`config.mk`:
```
export PLATFORM = sky130hd
export DESIGN_NAME = uart_drive_command_parser_top
export DESIGN_NICKNAME = d
export VERILOG_FILES = /design/src/rtl/core/udcp_pkg.sv /design/src/rtl/core/udcp_parse.sv /design/src/rtl/core/uart_drive_command_parser_top.sv
export SDC_FILE = /design/constraint.sdc
export NUM_CORES = 1
export LEC_CHECK = 0
export BUFFER_PORTS_ARGS = -buffer_cell sky130_fd_sc_hd__buf_4
export CORE_ASPECT_RATIO = 0.5
export CORE_MARGIN = 3
export CORE_UTILIZATION = 50
export DETAILED_ROUTE_END_ITERATION = 6
export PLACE_DENSITY_LB_ADDON = 0.25
export SLEW_MARGIN = 25
export SYNTH_ARGS = -nofsm -noshare
export SYNTH_HDL_FRONTEND = slang
export SYNTH_SLANG_ARGS = --single-unit
```
`constraint.sdc`:
```
create_clock -name clk -period 10.8 [get_ports clk]
set_input_delay 2.16 -clock clk [delete_from_list [all_inputs] [get_ports clk]]
set_output_delay 2.16 -clock clk [all_outputs]
set_load 0.02 [all_outputs]
```
`src/rtl/core/udcp_pkg.sv`:
```
package udcp_pkg;

  localparam int unsigned BYTE_W  = 8;
  localparam int unsigned DRIVE_W = 16;
  localparam int unsigned FIELD_W = 2;

  // Character codes
  localparam logic [BYTE_W-1:0] CH_NEWLINE = 8'h0A;
  localparam logic [BYTE_W-1:0] CH_COMMAND = 8'h63;
  localparam logic [BYTE_W-1:0] CH_COMMA   = 8'h2C;
  localparam logic [BYTE_W-1:0] CH_PLUS    = 8'h2B;
  localparam logic [BYTE_W-1:0] CH_MINUS   = 8'h2D;
  localparam logic [BYTE_W-1:0] CH_ZERO    = 8'h30;
  localparam logic [BYTE_W-1:0] CH_NINE    = 8'h39;
  localparam logic [BYTE_W-1:0] CH_SPACE   = 8'h20;
  localparam logic [BYTE_W-1:0] CH_TAB     = 8'h09;
  localparam logic [BYTE_W-1:0] CH_CR      = 8'h0D;

  // Field slots
  localparam logic [FIELD_W-1:0] FIELD_LEFT  = 2'd0;
  localparam logic [FIELD_W-1:0] FIELD_RIGHT = 2'd1;
  localparam logic [FIELD_W-1:0] FIELD_EXTRA = 2'd2;

  typedef struct packed {
    logic                      emit;
    logic signed [DRIVE_W-1:0] left_drive;
    logic signed [DRIVE_W-1:0] right_drive;
  } result_t;

endpackage

```
`src/rtl/core/udcp_parse.sv`:
```
module udcp_parse #(
  parameter int unsigned MAX_LINE = 32
) (
  input  logic                        clk,
  input  logic                        rst_n,
  input  logic                        take,
  input  logic [udcp_pkg::BYTE_W-1:0] rx_byte,
  output udcp_pkg::result_t           res
);

  localparam int unsigned LEN_W = $clog2(MAX_LINE + 1);
  localparam int unsigned ACC_W = udcp_pkg::DRIVE_W + 5;

  logic [LEN_W-1:0]                   len_r, len_nxt;
  logic [udcp_pkg::BYTE_W-1:0]        hdr_r, hdr_nxt;
  logic [udcp_pkg::FIELD_W-1:0]       fn_r, fn_nxt;
  logic                               in_field_r, in_field_nxt;
  logic                               neg_r, neg_nxt;
  logic                               seen_r, seen_nxt;
  logic                               ended_r, ended_nxt;
  logic signed [udcp_pkg::DRIVE_W-1:0] left_r, left_nxt;
  logic signed [udcp_pkg::DRIVE_W-1:0] right_r, right_nxt;

  logic                               is_newline, is_digit, is_blank, is_sign;
  logic                               acc_neg;
  logic signed [udcp_pkg::DRIVE_W-1:0] acc_sel;
  logic signed [ACC_W-1:0]            acc_ext, acc_x10, acc_sum;
  logic signed [ACC_W-1:0]            digit_ext;
  logic signed [udcp_pkg::DRIVE_W-1:0] acc_new;

  assign is_newline = (rx_byte == udcp_pkg::CH_NEWLINE);
  assign is_digit   = (rx_byte >= udcp_pkg::CH_ZERO) && (rx_byte <= udcp_pkg::CH_NINE);
  assign is_blank   = (rx_byte == udcp_pkg::CH_SPACE) ||
                      ((rx_byte >= udcp_pkg::CH_TAB) && (rx_byte <= udcp_pkg::CH_CR));
  assign is_sign    = (rx_byte == udcp_pkg::CH_PLUS) || (rx_byte == udcp_pkg::CH_MINUS);

  // Result for a newline that closes a command line
  assign res.emit        = is_newline && (len_r != '0) && (hdr_r == udcp_pkg::CH_COMMAND);
  assign res.left_drive  = left_r;
  assign res.right_drive = right_r;

  // Multiply-accumulate one decimal digit with clamp; sign is the field's
  // sign as of this byte (a fresh field starts positive)
  assign acc_neg   = in_field_r ? neg_r : 1'b0;
  assign acc_sel   = (fn_r == udcp_pkg::FIELD_LEFT) ? left_r : right_r;
  assign acc_ext   = ACC_W'(acc_sel);
  assign acc_x10   = (acc_ext <<< 3) + (acc_ext <<< 1);
  assign digit_ext = ACC_W'($unsigned(rx_byte - udcp_pkg::CH_ZERO) & 8'h0F);
  assign acc_sum   = acc_neg ? (acc_x10 - digit_ext) : (acc_x10 + digit_ext);

  always_comb begin
    if (acc_sum > ACC_W'(32767)) begin
      acc_new = 16'sh7FFF;
    end else if (acc_sum < -ACC_W'(32768)) begin
      acc_new = 16'sh8000;
    end else begin
      acc_new = acc_sum[udcp_pkg::DRIVE_W-1:0];
    end
  end

  always_comb begin
    logic sn, ss, de, do_acc;
    sn           = neg_r;
    ss           = seen_r;
    de           = ended_r;
    do_acc       = 1'b0;
    len_nxt      = len_r;
    hdr_nxt      = hdr_r;
    fn_nxt       = fn_r;
    in_field_nxt = in_field_r;
    neg_nxt      = neg_r;
    seen_nxt     = seen_r;
    ended_nxt    = ended_r;
    left_nxt     = left_r;
    right_nxt    = right_r;
    if (take) begin
      if (is_newline) begin
        len_nxt      = '0;
        hdr_nxt      = '0;
        fn_nxt       = udcp_pkg::FIELD_LEFT;
        in_field_nxt = 1'b0;
        neg_nxt      = 1'b0;
        seen_nxt     = 1'b0;
        ended_nxt    = 1'b0;
        left_nxt     = '0;
        right_nxt    = '0;
      end else if (len_r < LEN_W'(MAX_LINE)) begin
        len_nxt = len_r + LEN_W'(1);
        if (len_r == '0) begin
          hdr_nxt = rx_byte;
        end else if (rx_byte == udcp_pkg::CH_COMMA) begin
          if (in_field_r) begin
            in_field_nxt = 1'b0;
            if (fn_r != udcp_pkg::FIELD_EXTRA) begin
              fn_nxt = fn_r + udcp_pkg::FIELD_W'(1);
            end
          end
        end else begin
          if (!in_field_r) begin
            in_field_nxt = 1'b1;
            sn = 1'b0;
            ss = 1'b0;
            de = 1'b0;
          end
          if ((fn_r != udcp_pkg::FIELD_EXTRA) && !de) begin
            if (!ss) begin
              if (is_blank) begin
                ss = 1'b0;
              end else if (is_sign) begin
                ss = 1'b1;
                sn = (rx_byte == udcp_pkg::CH_MINUS);
              end else if (!is_digit) begin
                de = 1'b1;
              end else begin
                ss     = 1'b1;
                do_acc = 1'b1;
              end
            end else if (!is_digit) begin
              de = 1'b1;
            end else begin
              do_acc = 1'b1;
            end
          end
          neg_nxt   = sn;
          seen_nxt  = ss;
          ended_nxt = de;
          if (do_acc) begin
            if (fn_r == udcp_pkg::FIELD_LEFT) begin
              left_nxt = acc_new;
            end else begin
              right_nxt = acc_new;
            end
          end
        end
      end
    end
  end

  always_ff @(posedge clk) begin
    if (!rst_n) begin
      len_r      <= '0;
      hdr_r      <= '0;
      fn_r       <= udcp_pkg::FIELD_LEFT;
      in_field_r <= 1'b0;
      neg_r      <= 1'b0;
      seen_r     <= 1'b0;
      ended_r    <= 1'b0;
      left_r     <= '0;
      right_r    <= '0;
    end else begin
      len_r      <= len_nxt;
      hdr_r      <= hdr_nxt;
      fn_r       <= fn_nxt;
      in_field_r <= in_field_nxt;
      neg_r      <= neg_nxt;
      seen_r     <= seen_nxt;
      ended_r    <= ended_nxt;
      left_r     <= left_nxt;
      right_r    <= right_nxt;
    end
  end

endmodule

```
`src/rtl/core/uart_drive_command_parser_top.sv`:
```
// Path: a byte transfer on the input lands in the input register; when the parser takes
//   it, a command result is loaded into the output register.
// Throughput: one byte per cycle unless a result meets a full, stalled output register;
//   parse and multiply-by-ten between the input and result registers are combinational.
// Reset: synchronous, active low; clears the line parse state and both valid flags.
module uart_drive_command_parser_top #(
  parameter int unsigned MAX_LINE = 32
) (
  input  logic        clk,
  input  logic        rst_n,
  input  logic        in_tvalid,
  output logic        in_tready,
  input  logic [7:0]  in_tdata,   // [7:0] rx_byte
  output logic        out_tvalid,
  input  logic        out_tready,
  output logic [31:0] out_tdata   // [15:0] left_drive, [31:16] right_drive
);

  logic                        in_v_r;
  logic [udcp_pkg::BYTE_W-1:0] in_byte_r;
  logic                        out_v_r;
  logic [31:0]                 out_data_r;
  logic                        take;
  logic                        in_xfer;
  udcp_pkg::result_t           res;

  // Parse the held byte unless it would produce a result that the full,
  // stalled output register cannot take.
  assign take      = in_v_r && (!res.emit || !out_v_r || out_tready);
  assign in_tready = !in_v_r || take;
  assign in_xfer   = in_tvalid && in_tready;

  udcp_parse #(
    .MAX_LINE (MAX_LINE)
  ) u_parse (
    .clk     (clk),
    .rst_n   (rst_n),
    .take    (take),
    .rx_byte (in_byte_r),
    .res     (res)
  );

  // Input register: hold the byte until the parser consumes it
  always_ff @(posedge clk) begin
    if (!rst_n) begin
      in_v_r <= 1'b0;
    end else if (in_xfer) begin
      in_v_r <= 1'b1;
    end else if (take) begin
      in_v_r <= 1'b0;
    end
    if (in_xfer) begin
      in_byte_r <= in_tdata;
    end
  end

  // Result register: load on a command newline, drop after the transfer
  always_ff @(posedge clk) begin
    if (!rst_n) begin
      out_v_r <= 1'b0;
    end else if (take && res.emit) begin
      out_v_r <= 1'b1;
    end else if (out_tready) begin
      out_v_r <= 1'b0;
    end
    if (take && res.emit) begin
      out_data_r <= {res.right_drive, res.left_drive};
    end
  end

  assign out_tvalid = out_v_r;
  assign out_tdata  = out_data_r;

endmodule
```
==> impl_metrics.csv <==
group,metric,value,unit
clocking,clk_latency,0.34,ns
sta,fin_skew,0.00523,ns
sta,slew_headroom,24.7,%
yosys,ys_seq_elements,94,
floorplan,start_util,53.2,%
placement,hpwl,9140,um
global_routing,grt_usage,20.1,%
clocking,root_buffer,"clkbuf_16",
yosys,synth_enable_flop_cells,40,
sta,setup-violations-final,0,
power,irDropWorstVdd,0.0763,mV
layout,nFillCells,912,
layout,final_cell_mix,"a21oi_1 (60), dfxtp_1 (54), buf_4 (49)",
layout,antenna_cells,0,
routing,wl_per_cell,16.0,um
yosys,synth.top_cells.by_area,"edfxtp_1 (21%), dfxtp_1 (19%), a21oi_1 (5.3%)",
worst_setup_path,critPathMaxFanout,39,
power,pwr-share-comb,4.0,%
global_routing,grt_pass1_vias,4153,
routing,routed_wl,12400,um
layout,fin_util,60.0,%
yosys,syn_area,0.00563,mm^2
placement,placed_cells,758,
sta,worst_slack,5.12,ns
yosys,ys_types,72,
hold_path,min_from,"u_parse.right_r[15]",
global_routing,gr-total-overflow,0,
routing,postRouteAntennaNets,0,
power,p_seq_share,54.2,%
status,outcome,"finished clean",
layout,seq_area,0.00228,mm^2
routing,dr.pass1.iters,4,
yosys,yosys_warnings,0,
power,p_per_area,110,mW/mm^2
sta,rsz0062_at_grt,"false",
global_routing,grt_max_degree,40,
floorplan,ios,46,
power,power.total,699,uW
sta,max_freq,176,MHz
worst_setup_path,cp.required,11.06,ns
clocking,cts_hold_buf,0,
flow_run,maxCapViolCount,0,
worst_setup_path,arrival,5.94,ns
sta,fin_tns_setup,0,ns
layout,design_area,0.00634,mm^2
routing,vias,4550,
placement,dp_slack,5.25,ns
floorplan,placementRows,26,
sta,hold_violations,0,
routing,via_per_inst,5.88,
yosys,ys_seq_area_share,40.6,%
global_routing,grt_first_pass_wirelength,20500,um
clocking,cts.htree.levels,3,
power,p_clk_share,41.7,%
yosys,synthesis.nets,633,
placement,port_buffers,45,
clocking,cts_tree,"yes",
worst_setup_path,critPathLaunchType,"flip-flop",
worst_setup_path,end_kind,"flip-flop",
power,intPower,545,uW
sta,whs,0.463,ns
worst_setup_path,path_class,"reg -> reg",
routing,drc_errors,0,
sta,worst_pin_slew,1.12,ns
layout,stdcell_count,774,
floorplan,die-area,0.0126,mm^2
hold_path,hold_path.class,"reg -> reg",
global_routing,antenna_found_initial,0,
clocking,numCtsBuffers,9,
clocking,cts_buffer_depth,2,
yosys,ys.flop_type,"dfxtp_1",
yosys,syn_inst,597,
placement,place_area,0.00607,mm^2
floorplan,die_x,156,um
layout,drive_gt1_share,16.2,%
clocking,clock_sinks,94,
power,p_sw_share,22.0,%
placement,gp_congestion,0.867,
worst_setup_path,timing.rr.start,"u_parse.fn_r[0]",
yosys,yosys.area.top_type,"edfxtp_1",
worst_setup_path,cp-startpoint,"u_parse.fn_r[0]",
layout,layout-area-overhead-vs-synth,12.7,%
floorplan,die_h,81.0,um
sta,min_period,5.68,ns
sta,period_share,52.6,%
yosys,yosys.area.top_type_share,21.3,%
floorplan,core-area,0.0106,mm^2
routing,drtIter0Drc,307,
clocking,postCtsSetupBuffers,0,
sta,report.final.slew_viol_count,0,
power,switching_power,154,uW
layout,mostFrequentLayoutCell,"a21oi_1",
layout,multi_input_area,0.00317,mm^2
clocking,cts.clk_slew.worst_paths,0.06,ns
clocking,cts_resized,0,
power,power_leakage,2.48,nW
yosys,async_reset_ff_share,0,%
yosys,syn-mean-instance-area,9.42,um^2
layout,nets,665,
[path summary, 6_finish.rpt]
check                                           end  slack (ns)  cells past startpoint
worst max register to register  u_parse.right_r[10]        5.12                     18
worst max-delay path            u_parse.right_r[10]        5.12                     18
worst min-delay path                  out_tdata[31]        0.46                      0
worst min register to register        out_tdata[31]        0.46                      0
[sequential cells by signal, summed over array words and instances, names as in the netlist, 2 cells and up]
| name | cells |
|---|---|
| u_parse.right_r | 16 |
| u_parse.left_r | 16 |
| in_byte_r | 8 |
| out_tdata | 32 |
| u_parse.fn_r | 2 |
| u_parse.hdr_r | 8 |
| u_parse.len_r | 6 |
[layer usage]
layer  share of wire [%]  GRT usage (%)  wire length, um
met1                  51           28.5             6280
met2                  44           31.8             5410
met3                 4.7           4.04              578
met4                0.95           4.76              118
met5                   0              0                0
[synth_stat cells (3+ instances only)]
cell type  number
xnor2_1        23
edfxtp_1       40
buf_2           7
ha_1           21
mux2i_1        14
o21ai_1        11
and2_1          6
clkbuf_1       17
nand4b_1        5
nand3_1        14
nor3_1         12
inv_1          18
o211ai_1        5
fa_1            3
nand4_1         6
or2_2           3
o21bai_1        4
or4_1           5
mux2_2         17
o22ai_1         3
nand2b_1        9
a22oi_1        14
dfxtp_1        54
nor2b_1         5
xor2_1         18
or3_1           3
nand2_1        40
nor3b_1         5
nor4_1          9
o31ai_1         5
o21ai_0        40
a21oi_1        60
a21o_1          8
a31oi_1         3
nor2_1         42
and3_1          5
[final cells by class]
type	instances	area share, %
Clock buffer	10	3.77
Clock inverter	6	0.592
Inverter	19	1.12
Multi-Input combinational cell	456	50.0
Sequential cell	94	36.0
Tap cell	140	2.76
Timing Repair Buffer	49	5.80
[logic make-up after synthesis]
group	Yosys count	synth area share, %
muxes	32	6.14
AOI/OAI and AO/OA	176	20.0
and+or+nand+nor	181	17.1
xor gates and xnor gates	42	6.67
buffers and inverters	47	3.56
DFF	94	40.6
adders and majority gates	25	5.94
[critical path: stages, from the launching register on]
cell and delay (ns):
dfxtp_1 0.32, inv_1 0.08, ha_1 0.14, buf_4 0.39, mux2_2 0.44, ha_1 0.22
fa_1 0.40, a21oi_1 0.17, maj3_2 0.29, or4_4 0.16, a21boi_2 0.05, o31ai_1 0.49
o21ai_0 0.37, nor3_1 0.46, a32oi_1 0.19, xnor2_1 0.32, a311oi_4 0.89, a21oi_1 0.09
o21ai_0 0.12
[power by group through the flow]
stage / sequential [mW] / clock, mW / combinational, mW
finish: 0.379 / 0.292 / 0.0281
detailed placement: 0.387 / 0 / 0.0279
CTS: 0.379 / 0.297 / 0.0281
global placement: 0.387 / 0 / 0.0272
global route: 0.380 / 0.311 / 0.0318
floorplan: 0.384 / 0 / 0.0215
Power figures use the tool's default switching activity.
